$ cat config.mk
export PLATFORM = sky130hd
export DESIGN_NAME = rgb_indicator_light_controller_top
export DESIGN_NICKNAME = d
export VERILOG_FILES = /design/src/rtl/core/rgbilc_pkg.sv /design/src/rtl/core/rgb_indicator_light_controller_top.sv
export SDC_FILE = /design/constraint.sdc
export NUM_CORES = 2
export LEC_CHECK = 0
export CORE_UTILIZATION = 60
export DETAILED_ROUTE_END_ITERATION = 6
export DONT_BUFFER_PORTS = 1
export GPL_ROUTABILITY_DRIVEN = 0
export PLACE_DENSITY = 0.79
export SLEW_MARGIN = 0
export SYNTH_ARGS = -nofsm -noshare
export SYNTH_HDL_FRONTEND = slang
export SYNTH_SLANG_ARGS = --single-unit
$ cat constraint.sdc
create_clock -name aclk -period 10 [get_ports aclk]
set_input_delay 1 -clock aclk [delete_from_list [all_inputs] [get_ports aclk]]
set_output_delay 1 -clock aclk [all_outputs]
set_load 0.05 [all_outputs]
$ cat src/rtl/core/rgbilc_pkg.sv
// Shared types, constants and helpers for the RGB indicator light controller.
// Used by the top level and by its port checker; no dependencies.

package rgbilc_pkg;

    localparam int RAMP_ENTRIES    = 8;
    localparam int NOMINAL_STEP_MS = 50;
    localparam int RAMP_TAB_SIZE   = 8;
    localparam int RAMP_BEATS      = (RAMP_ENTRIES > RAMP_TAB_SIZE) ? RAMP_TAB_SIZE : RAMP_ENTRIES;
    localparam int STEP_DIV        = 2 * RAMP_ENTRIES;
    localparam int SPAN_MS         = NOMINAL_STEP_MS * STEP_DIV;
    localparam int NUM_SOURCES     = 3;

    localparam int IN_TDATA_W  = 72;
    localparam int OUT_TDATA_W = 80;
    localparam int OP_W        = 2;
    localparam int KIND_W      = 2;
    localparam int LEVEL_W     = 12;

    // m_tdata field positions
    localparam int OUT_COLOR_LSB = 12;
    localparam int OUT_INDEX_LSB = 36;
    localparam int OUT_EN_BIT    = 39;

    localparam logic [2:0]         LAST_IDX        = 3'(RAMP_BEATS - 1);
    localparam logic [1:0]         FLASH_TIMED     = 2'd1;
    localparam logic [LEVEL_W-1:0] PANEL_MAX_RESET = 12'd255;

    localparam logic [1:0] SRC_ATTENTION    = 2'd0;
    localparam logic [1:0] SRC_BATTERY      = 2'd1;
    localparam logic [1:0] SRC_NOTIFICATION = 2'd2;

    typedef enum logic [OP_W-1:0] {
        OP_BACKLIGHT    = 2'd0,
        OP_ATTENTION    = 2'd1,
        OP_BATTERY      = 2'd2,
        OP_NOTIFICATION = 2'd3
    } op_t;

    typedef enum logic [KIND_W-1:0] {
        KIND_BACKLIGHT = 2'd0,
        KIND_STEADY    = 2'd1,
        KIND_OFF       = 2'd2,
        KIND_RAMP      = 2'd3
    } kind_t;

    // Ramp brightness profile, percent-like scale
    function automatic logic [6:0] ramp_value(input logic [2:0] idx);
        logic [6:0] v;
        case (idx)
            3'd0:    v = 7'd0;
            3'd1:    v = 7'd12;
            3'd2:    v = 7'd25;
            3'd3:    v = 7'd37;
            3'd4:    v = 7'd50;
            3'd5:    v = 7'd72;
            3'd6:    v = 7'd85;
            3'd7:    v = 7'd100;
            default: v = 7'd0;
        endcase
        return v;
    endfunction

    // x / 255 for x < 255*4096 (12-bit result): series estimate, then one +/-1 fix-up
    function automatic logic [11:0] div255(input logic [19:0] x);
        logic [20:0] xe;
        logic [20:0] est;
        logic [12:0] q;
        logic [20:0] qm;
        xe  = {1'b0, x};
        est = xe + {9'h000, x[19:8]} + {17'h00000, x[19:16]} + 21'd1;
        q   = est[20:8];
        qm  = {q, 8'h00} - {8'h00, q};
        if (qm > xe) begin
            q = q - 13'd1;
        end else if ((xe - qm) >= 21'd255) begin
            q = q + 13'd1;
        end
        return q[11:0];
    endfunction

endpackage

$ cat src/rtl/core/rgb_indicator_light_controller_top.sv
// RGB indicator light controller: request pipeline, source store, beat generator.
// Depends on rgbilc_pkg.
//
// Usage:
//   s_ channel: one beat per light request. s_tuser = op, s_tdata = color,
//   flash mode, on and off times. m_ channel: result beats, m_tuser = kind,
//   m_tlast on the final beat of a request. cfg_ channel writes the panel
//   maximum brightness; cfg_ready is always high, write only while idle.
//   The first result beat passes the input, generator, product and output
//   registers in that order after the request beat is accepted.
//   Throughput: backlight, steady and off requests give one beat each and a
//   new request is taken every cycle while m_tready is high. A timed blink
//   gives 8 ramp beats, one per cycle from the ramp counter while m_tready
//   is high, and occupies the beat generator; the input register takes one
//   more request, then holds s_tready low until its last ramp beat leaves.
//   Reset clears all three indicator sources (unlit), the pipeline valids and
//   sets the panel maximum to 255. When m_tready is low the output register
//   holds its beat and the stall backs up stage by stage to s_tready.

module rgb_indicator_light_controller_top
    import rgbilc_pkg::*;
(
    input  logic                   aclk,
    input  logic                   aresetn,
    input  logic                   s_tvalid,
    output logic                   s_tready,
    // [31:0] argb_color, [33:32] flash_mode, [49:34] on_time_ms,
    // [65:50] off_time_ms, [71:66] zero
    input  logic [IN_TDATA_W-1:0]  s_tdata,
    // [1:0] op
    input  logic [OP_W-1:0]        s_tuser,
    output logic                   m_tvalid,
    input  logic                   m_tready,
    // [11:0] backlight_level, [19:12] red_value, [27:20] green_value,
    // [35:28] blue_value, [38:36] ramp_index, [39] blink_enable,
    // [55:40] pause_low_ms, [71:56] pause_high_ms, [77:72] step_ms, [79:78] zero
    output logic [OUT_TDATA_W-1:0] m_tdata,
    // [1:0] kind
    output logic [KIND_W-1:0]      m_tuser,
    output logic                   m_tlast,
    input  logic                   cfg_valid,
    output logic                   cfg_ready,
    input  logic [LEVEL_W-1:0]     cfg_data
);

    // ---------------- config ----------------
    logic [LEVEL_W-1:0] pm_reg;

    assign cfg_ready = 1'b1;

    // ---------------- input stage ----------------
    logic [7:0]  in_r, in_g, in_b, in_a;
    logic [15:0] in_luma_sum;
    logic [15:0] in_pr, in_pg, in_pb;

    logic        a_valid_reg;
    op_t         a_op_reg;
    logic [7:0]  a_luma_reg;
    logic [23:0] a_rgb_reg;
    logic [7:0]  a_alpha_reg;
    logic [15:0] a_pr_reg, a_pg_reg, a_pb_reg;
    logic        a_timed_reg;
    logic [15:0] a_on_reg, a_off_reg;
    logic        a_take;

    assign in_a = s_tdata[31:24];
    assign in_r = s_tdata[23:16];
    assign in_g = s_tdata[15:8];
    assign in_b = s_tdata[7:0];

    assign in_luma_sum = 16'd77 * {8'h00, in_r} + 16'd150 * {8'h00, in_g}
                       + 16'd29 * {8'h00, in_b};
    assign in_pr = {8'h00, in_r} * {8'h00, in_a};
    assign in_pg = {8'h00, in_g} * {8'h00, in_a};
    assign in_pb = {8'h00, in_b} * {8'h00, in_a};

    assign s_tready = !a_valid_reg || a_take;

    // ---------------- source store and LED select ----------------
    logic [23:0] src_color_reg [NUM_SOURCES];
    logic        src_timed_reg [NUM_SOURCES];
    logic [15:0] src_on_reg    [NUM_SOURCES];
    logic [15:0] src_off_reg   [NUM_SOURCES];
    logic [23:0] src_color_next [NUM_SOURCES];
    logic        src_timed_next [NUM_SOURCES];
    logic [15:0] src_on_next    [NUM_SOURCES];
    logic [15:0] src_off_next   [NUM_SOURCES];

    logic [11:0] dr, dg, db;
    logic        alpha_scale;
    logic [23:0] new_color;
    logic [1:0]  slot;
    logic [1:0]  sel;
    logic        any_lit;
    logic [23:0] sel_color;
    logic [15:0] sel_on, sel_off;
    logic        sel_blink;
    kind_t       a_kind;
    logic [5:0]  a_step;
    logic [15:0] a_phi;
    logic [19:0] a_lvl_prod;

    assign dr = div255({4'h0, a_pr_reg});
    assign dg = div255({4'h0, a_pg_reg});
    assign db = div255({4'h0, a_pb_reg});

    assign alpha_scale = (a_op_reg == OP_NOTIFICATION) && (a_alpha_reg != 8'h00)
                      && (a_alpha_reg != 8'hff);
    assign new_color = alpha_scale ? {dr[7:0], dg[7:0], db[7:0]} : a_rgb_reg;

    always_comb begin
        case (a_op_reg)
            OP_ATTENTION: slot = SRC_ATTENTION;
            OP_BATTERY:   slot = SRC_BATTERY;
            default:      slot = SRC_NOTIFICATION;
        endcase
    end

    always_comb begin
        for (int i = 0; i < NUM_SOURCES; i++) begin
            src_color_next[i] = src_color_reg[i];
            src_timed_next[i] = src_timed_reg[i];
            src_on_next[i]    = src_on_reg[i];
            src_off_next[i]   = src_off_reg[i];
        end
        if (a_valid_reg && a_op_reg != OP_BACKLIGHT) begin
            src_color_next[slot] = new_color;
            src_timed_next[slot] = a_timed_reg;
            src_on_next[slot]    = a_on_reg;
            src_off_next[slot]   = a_off_reg;
        end
    end

    // priority: notification, attention, battery (against post-write state)
    always_comb begin
        any_lit = 1'b1;
        if (src_color_next[SRC_NOTIFICATION] != 24'h0) begin
            sel = SRC_NOTIFICATION;
        end else if (src_color_next[SRC_ATTENTION] != 24'h0) begin
            sel = SRC_ATTENTION;
        end else begin
            sel     = SRC_BATTERY;
            any_lit = (src_color_next[SRC_BATTERY] != 24'h0);
        end
    end

    assign sel_color = src_color_next[sel];
    assign sel_on    = src_timed_next[sel] ? src_on_next[sel] : 16'h0000;
    assign sel_off   = src_timed_next[sel] ? src_off_next[sel] : 16'h0000;
    assign sel_blink = (sel_on != 16'h0000) && (sel_off != 16'h0000);

    always_comb begin
        if (a_op_reg == OP_BACKLIGHT) begin
            a_kind = KIND_BACKLIGHT;
        end else if (!any_lit) begin
            a_kind = KIND_OFF;
        end else if (sel_blink) begin
            a_kind = KIND_RAMP;
        end else begin
            a_kind = KIND_STEADY;
        end
    end

    // short on time: shrink the step, no high pause
    always_comb begin
        if (sel_on < 16'(SPAN_MS)) begin
            a_step = 6'(sel_on / STEP_DIV);
            a_phi  = 16'h0000;
        end else begin
            a_step = 6'(NOMINAL_STEP_MS);
            a_phi  = sel_on - 16'(SPAN_MS);
        end
    end

    assign a_lvl_prod = {12'h000, a_luma_reg} * {8'h00, pm_reg};

    // ---------------- beat generator ----------------
    logic        g_valid_reg;
    kind_t       g_kind_reg;
    logic [2:0]  g_idx_reg;
    logic [23:0] g_color_reg;
    logic [19:0] g_lvl_prod_reg;
    logic [7:0]  g_luma_reg;
    logic        g_direct_reg;
    logic [15:0] g_off_reg, g_phi_reg;
    logic [5:0]  g_step_reg;
    logic        g_last;
    logic        g_ready;
    logic        g_fire;
    logic [6:0]  g_rv;
    logic [14:0] g_pr, g_pg, g_pb;

    assign g_last  = (g_kind_reg != KIND_RAMP) || (g_idx_reg == LAST_IDX);
    assign g_ready = !g_valid_reg || (g_fire && g_last);
    assign a_take  = a_valid_reg && g_ready;

    assign g_rv = ramp_value(g_idx_reg);
    assign g_pr = {8'h00, g_rv} * {7'h00, g_color_reg[23:16]};
    assign g_pg = {8'h00, g_rv} * {7'h00, g_color_reg[15:8]};
    assign g_pb = {8'h00, g_rv} * {7'h00, g_color_reg[7:0]};

    // ---------------- product stage ----------------
    logic        p_valid_reg;
    kind_t       p_kind_reg;
    logic [23:0] p_rgb_reg;
    logic [14:0] p_pr_reg, p_pg_reg, p_pb_reg;
    logic [19:0] p_lvl_prod_reg;
    logic [7:0]  p_luma_reg;
    logic        p_direct_reg;
    logic [2:0]  p_idx_reg;
    logic [15:0] p_off_reg, p_phi_reg;
    logic [5:0]  p_step_reg;
    logic        p_last_reg;
    logic        p_ready;
    logic        o_ready;

    assign p_ready = !p_valid_reg || o_ready;
    assign g_fire  = g_valid_reg && p_ready;

    // ---------------- output stage ----------------
    logic                   o_load;
    logic                   o_valid_reg;
    logic [OUT_TDATA_W-1:0] o_tdata_reg;
    kind_t                  o_kind_reg;
    logic                   o_last_reg;
    logic [11:0]            o_lvl_div, o_rd, o_gd, o_bd;
    logic [OUT_TDATA_W-1:0] o_tdata_next;

    assign o_ready = !o_valid_reg || m_tready;
    assign o_load  = p_valid_reg && o_ready;

    assign o_lvl_div = div255(p_lvl_prod_reg);
    assign o_rd      = div255({5'h00, p_pr_reg});
    assign o_gd      = div255({5'h00, p_pg_reg});
    assign o_bd      = div255({5'h00, p_pb_reg});

    always_comb begin
        o_tdata_next = '0;
        case (p_kind_reg)
            KIND_BACKLIGHT: begin
                o_tdata_next[11:0] = p_direct_reg ? {4'h0, p_luma_reg} : o_lvl_div;
            end
            KIND_STEADY: begin
                o_tdata_next[35:12] = {p_rgb_reg[7:0], p_rgb_reg[15:8], p_rgb_reg[23:16]};
            end
            KIND_RAMP: begin
                o_tdata_next[35:12] = {o_bd[7:0], o_gd[7:0], o_rd[7:0]};
                o_tdata_next[38:36] = p_idx_reg;
                o_tdata_next[39]    = 1'b1;
                o_tdata_next[55:40] = p_off_reg;
                o_tdata_next[71:56] = p_phi_reg;
                o_tdata_next[77:72] = p_step_reg;
            end
            default: begin
                o_tdata_next = '0;
            end
        endcase
    end

    assign m_tvalid = o_valid_reg;
    assign m_tdata  = o_tdata_reg;
    assign m_tuser  = o_kind_reg;
    assign m_tlast  = o_last_reg;

    // ---------------- control registers ----------------
    always_ff @(posedge aclk) begin
        if (!aresetn) begin
            pm_reg      <= PANEL_MAX_RESET;
            a_valid_reg <= 1'b0;
            g_valid_reg <= 1'b0;
            g_idx_reg   <= 3'd0;
            p_valid_reg <= 1'b0;
            o_valid_reg <= 1'b0;
            for (int i = 0; i < NUM_SOURCES; i++) begin
                src_color_reg[i] <= 24'h0;
                src_timed_reg[i] <= 1'b0;
                src_on_reg[i]    <= 16'h0;
                src_off_reg[i]   <= 16'h0;
            end
        end else begin
            if (cfg_valid && cfg_ready) begin
                pm_reg <= cfg_data;
            end
            if (s_tready) begin
                a_valid_reg <= s_tvalid;
            end
            if (a_take) begin
                for (int i = 0; i < NUM_SOURCES; i++) begin
                    src_color_reg[i] <= src_color_next[i];
                    src_timed_reg[i] <= src_timed_next[i];
                    src_on_reg[i]    <= src_on_next[i];
                    src_off_reg[i]   <= src_off_next[i];
                end
            end
            if (a_take) begin
                g_valid_reg <= 1'b1;
                g_idx_reg   <= 3'd0;
            end else if (g_fire) begin
                if (g_last) begin
                    g_valid_reg <= 1'b0;
                end else begin
                    g_idx_reg <= g_idx_reg + 3'd1;
                end
            end
            if (p_ready) begin
                p_valid_reg <= g_valid_reg;
            end
            if (o_ready) begin
                o_valid_reg <= p_valid_reg;
            end
        end
    end

    // ---------------- payload registers ----------------
    always_ff @(posedge aclk) begin
        if (s_tvalid && s_tready) begin
            a_op_reg    <= op_t'(s_tuser);
            a_luma_reg  <= in_luma_sum[15:8];
            a_rgb_reg   <= s_tdata[23:0];
            a_alpha_reg <= in_a;
            a_pr_reg    <= in_pr;
            a_pg_reg    <= in_pg;
            a_pb_reg    <= in_pb;
            a_timed_reg <= (s_tdata[33:32] == FLASH_TIMED);
            a_on_reg    <= s_tdata[49:34];
            a_off_reg   <= s_tdata[65:50];
        end
        if (a_take) begin
            g_kind_reg     <= a_kind;
            g_color_reg    <= sel_color;
            g_lvl_prod_reg <= a_lvl_prod;
            g_luma_reg     <= a_luma_reg;
            g_direct_reg   <= (pm_reg == PANEL_MAX_RESET);
            g_off_reg      <= sel_off;
            g_phi_reg      <= a_phi;
            g_step_reg     <= a_step;
        end
        if (g_fire) begin
            p_kind_reg     <= g_kind_reg;
            p_rgb_reg      <= g_color_reg;
            p_pr_reg       <= g_pr;
            p_pg_reg       <= g_pg;
            p_pb_reg       <= g_pb;
            p_lvl_prod_reg <= g_lvl_prod_reg;
            p_luma_reg     <= g_luma_reg;
            p_direct_reg   <= g_direct_reg;
            p_idx_reg      <= g_idx_reg;
            p_off_reg      <= g_off_reg;
            p_phi_reg      <= g_phi_reg;
            p_step_reg     <= g_step_reg;
            p_last_reg     <= g_last;
        end
        if (o_load) begin
            o_tdata_reg <= o_tdata_next;
            o_kind_reg  <= p_kind_reg;
            o_last_reg  <= p_last_reg;
        end
    end

endmodule

==> metrics.cfg <==
[die]
die_area_sq_um = 96300
coreArea_sq_um = 93700
io_pins = 177
start_util_pct = 60.8
die_y_um = 310
die_x_um = 310
rows = 112

[setup_path]
crit_type = reg2reg
critical-path-top-delay-family = compound AO/OA/AOI/OAI gates
r2r_end = g_kind_reg[1]
cpMostUsedCell = buf_4
crit_path_start_kind = flip-flop
cp.arrival_ns = 10.11
cp.buffers_inverters = 5
slowest_delay_ns = 0.65
cp_data_required_time_ns = 10.46
cp_slowest_cell = nor4_2
ff2ff_setup_slack_ns = 0.35
crit_path_end_kind = flip-flop
r2r-start = a_pr_reg[9]
reg2reg_depth = 34
crit_fanout = 13

[clock_network]
h-tree-depth = 3
clock-sinks = 636
path_clk_slew_ns = 0.06
clockRootBuffer = clkbuf_16
clockBufferDepth = 3
postCtsHoldBufs = 0
cts_tree = yes
numCtsBuffers = 72
clk_latency_ns = 0.66

[synthesis]
synth_seq_cells = 636
seq_area_frac_synth_pct = 33.0
yosysTopAreaCell = edfxtp_1
synth_top_area_share_pct = 32.1
syn_avg_cell_area_sq_um = 9.56
ys_top_cells_by_area = edfxtp_1, ha_1, fa_1
ys_async_sr_fraction_pct = 0
yosysWarnings = 0
syn_inst = 5967
synth_edf_count = 610
synthDistinctLibCells = 110
synth_area_sq_um = 57000
synth_flop_cell = edfxtp_1

[pwr]
combPwrFrac_pct = 63.6
pwr_density_cell_nw_per_um2 = 294
seqPwrFrac_pct = 21.8
intPower_mw = 9.99
vdd.ir_drop.worst_uv = 648
switchingPower_mw = 8.09
switching_share_pct = 44.8
p_leak_nw = 27.3
clock_power_share_pct = 14.6

[finish]
fin_nets = 7042
area_growth_syn_to_layout_pct = 8.00
regArea_sq_um = 18800
finish.utilization_pct = 65.7
multi_input_area_sq_um = 34700
fillers = 7241
largest_reg_flops = 78
final-instance-count-excl-fill = 7311
drive_gt1_share_pct = 6.51

[route]
vias_per_cell = 6.05
finalWirelength_mm = 140
drt-pass1-iter-count = 6
vias = 44200
postRouteAntennaNets = 0
drt_iter0_drc = 4221
drc = 0
post_drt_wl_per_cell_um = 19.1

[timing]
fin_crit_ns = 9.65
fmax_mhz = 104
hold_violations = 0
clock_skew_ns = 0.0433
worst_slew_pin_slew_ns = 1.26
slew_violations = 0
setup_tns_ns = 0
relSlewSlack_pct = 16.0
rsz0062_at_grt = false
fin_crit_sh_pct = 96.5
setup_viol = 0

[worst_hold_path]
min_path_type = reg2reg
min_to = p_lvl_prod_reg[12]
hp-start = g_lvl_prod_reg[12]
hold_depth = 0

[grt]
grt_first_pass_wirelength_mm = 227
grt_max_degree = 86
grt_pass1_vias = 43900
grt_usage_pct = 29.3
antenna_found_initial = 6
global_route.overflow_total = 0

[placement]
place_inst = 7176
io_buffer_count = 0
dpl.hpwl_mm = 104

[flow_run]
cap_viol_max_count = 0

[status]
status = finished clean

-- cell usage in the layout (no fill, tap or decap), types with 13 or more instances in the layout --
cell type and instances:
o21bai_1 60, clkbuf_16 76, dfxtp_1 26, a211oi_1 36, ha_1 632, nor2b_1 72, mux2i_1 62, nand4_1 47
and4_1 14, buf_4 167, or3_1 25, inv_1 740, or4_1 13, edfxtp_1 610, nor4_1 38, o211ai_1 34
o22ai_1 19, and3_1 74, a21o_1 52, o2111ai_1 20, o32ai_1 18, xnor2_1 214, and2_1 263, o21a_1 59
or2_2 19, a21boi_0 38, nand3_1 85, xor2_1 78, nor2_1 350, o21ai_0 247, o31ai_1 26, a21oi_1 369
nor3_1 91, nand2b_1 46, nand2_1 642, fa_1 320, a31oi_1 36
-- layout make-up --
cell class	instances	share of cell area, %
tap	1254	2.55
clock inverter	36	0.540
sequential	636	30.6
clock buffer	94	3.29
multi-input combinational	4377	56.4
antenna	2	0.00812
inverter	743	4.53
timing repair buffer	169	2.10
-- Yosys cell counts (all sizes together), types with 40 or more instances --
cell type and instances:
mux2i 63, nand3 86, o21ai 259, nor4 40, a21oi 370, o21bai 60, nor3 95, inv 741
o21a 59, xor2 79, xnor2 217, nor2 354, a21o 52, fa 320, nand4 50, nand2 646
nor2b 76, clkbuf 177, nand2b 48, and3 75, ha 632, edfxtp 610, and2 268
-- what timing repair did --
action | CTS | global route
gates resized for setup | 0 | 27
setup endpoints to repair | 0 | 46
buffers inserted | 0 | 3
endpoints found under the hold margin | 0 | 0
-- routing by layer --
metal  GRT usage [%]  routed length, um  vias to the layer above
li1                -                  -                    20700
met1            38.8              57900                    21400
met2            49.2              66800                     1736
met3            4.34              10600                      328
met4            10.1               4320                        6
met5               0                 31                        -
-- logic make-up (layout without fill, tap and decap cells) --
family,after synthesis,after routing,share of synthesized area [%]
buffers and inverters,955,1042,6.36
DFF,636,636,33.0
other,2,5,0.0132
xor gates and xnor gates,296,296,4.55
adders and majority gates,952,952,25.1
muxes,75,75,1.34
and+or+nand+nor,1861,1861,16.1
AOI/OAI and AO/OA,1190,1190,13.5
-- worst max-delay path by stage --
| stage | depth (start not counted) | to | startpoint |
|---|---|---|---|
| after global routing | 35 | g_kind_reg[1] | a_pg_reg[14] |
| final | 34 | g_kind_reg[1] | a_pr_reg[9] |
| after floorplan | 37 | g_phi_reg[15] | a_pb_reg[15] |
| after CTS | 34 | g_phi_reg[10] | a_pg_reg[9] |
| after detailed placement | 33 | g_kind_reg[1] | a_pg_reg[14] |
| after global placement | 31 | g_phi_reg[13] | a_pr_reg[15] |
-- through the flow --
stage	power (mW)	hold WS, ns	instance area (sq um)	setup WS (ns)
floorplan	12.6	0.400	57000	1.01
global placement	14.7	0.402	59100	0.441
detailed placement	15.2	0.405	59100	0.145
CTS	17.9	0.406	61500	0.0716
global route	19.6	0.419	61600	0.00511
finish	18.1	0.414	61600	0.348
-- power by group through the flow --
stage                     clock, mW  combinational (mW)  sequential (mW)
after floorplan                   0                8.75             3.81
after global placement            0                10.8             3.97
after detailed placement          0                11.2             3.98
after CTS                      2.68                11.3             3.93
after global routing           2.78                12.9             3.97
final                          2.64                11.5             3.94
Note: power is estimated with default switching activity, not from simulation.
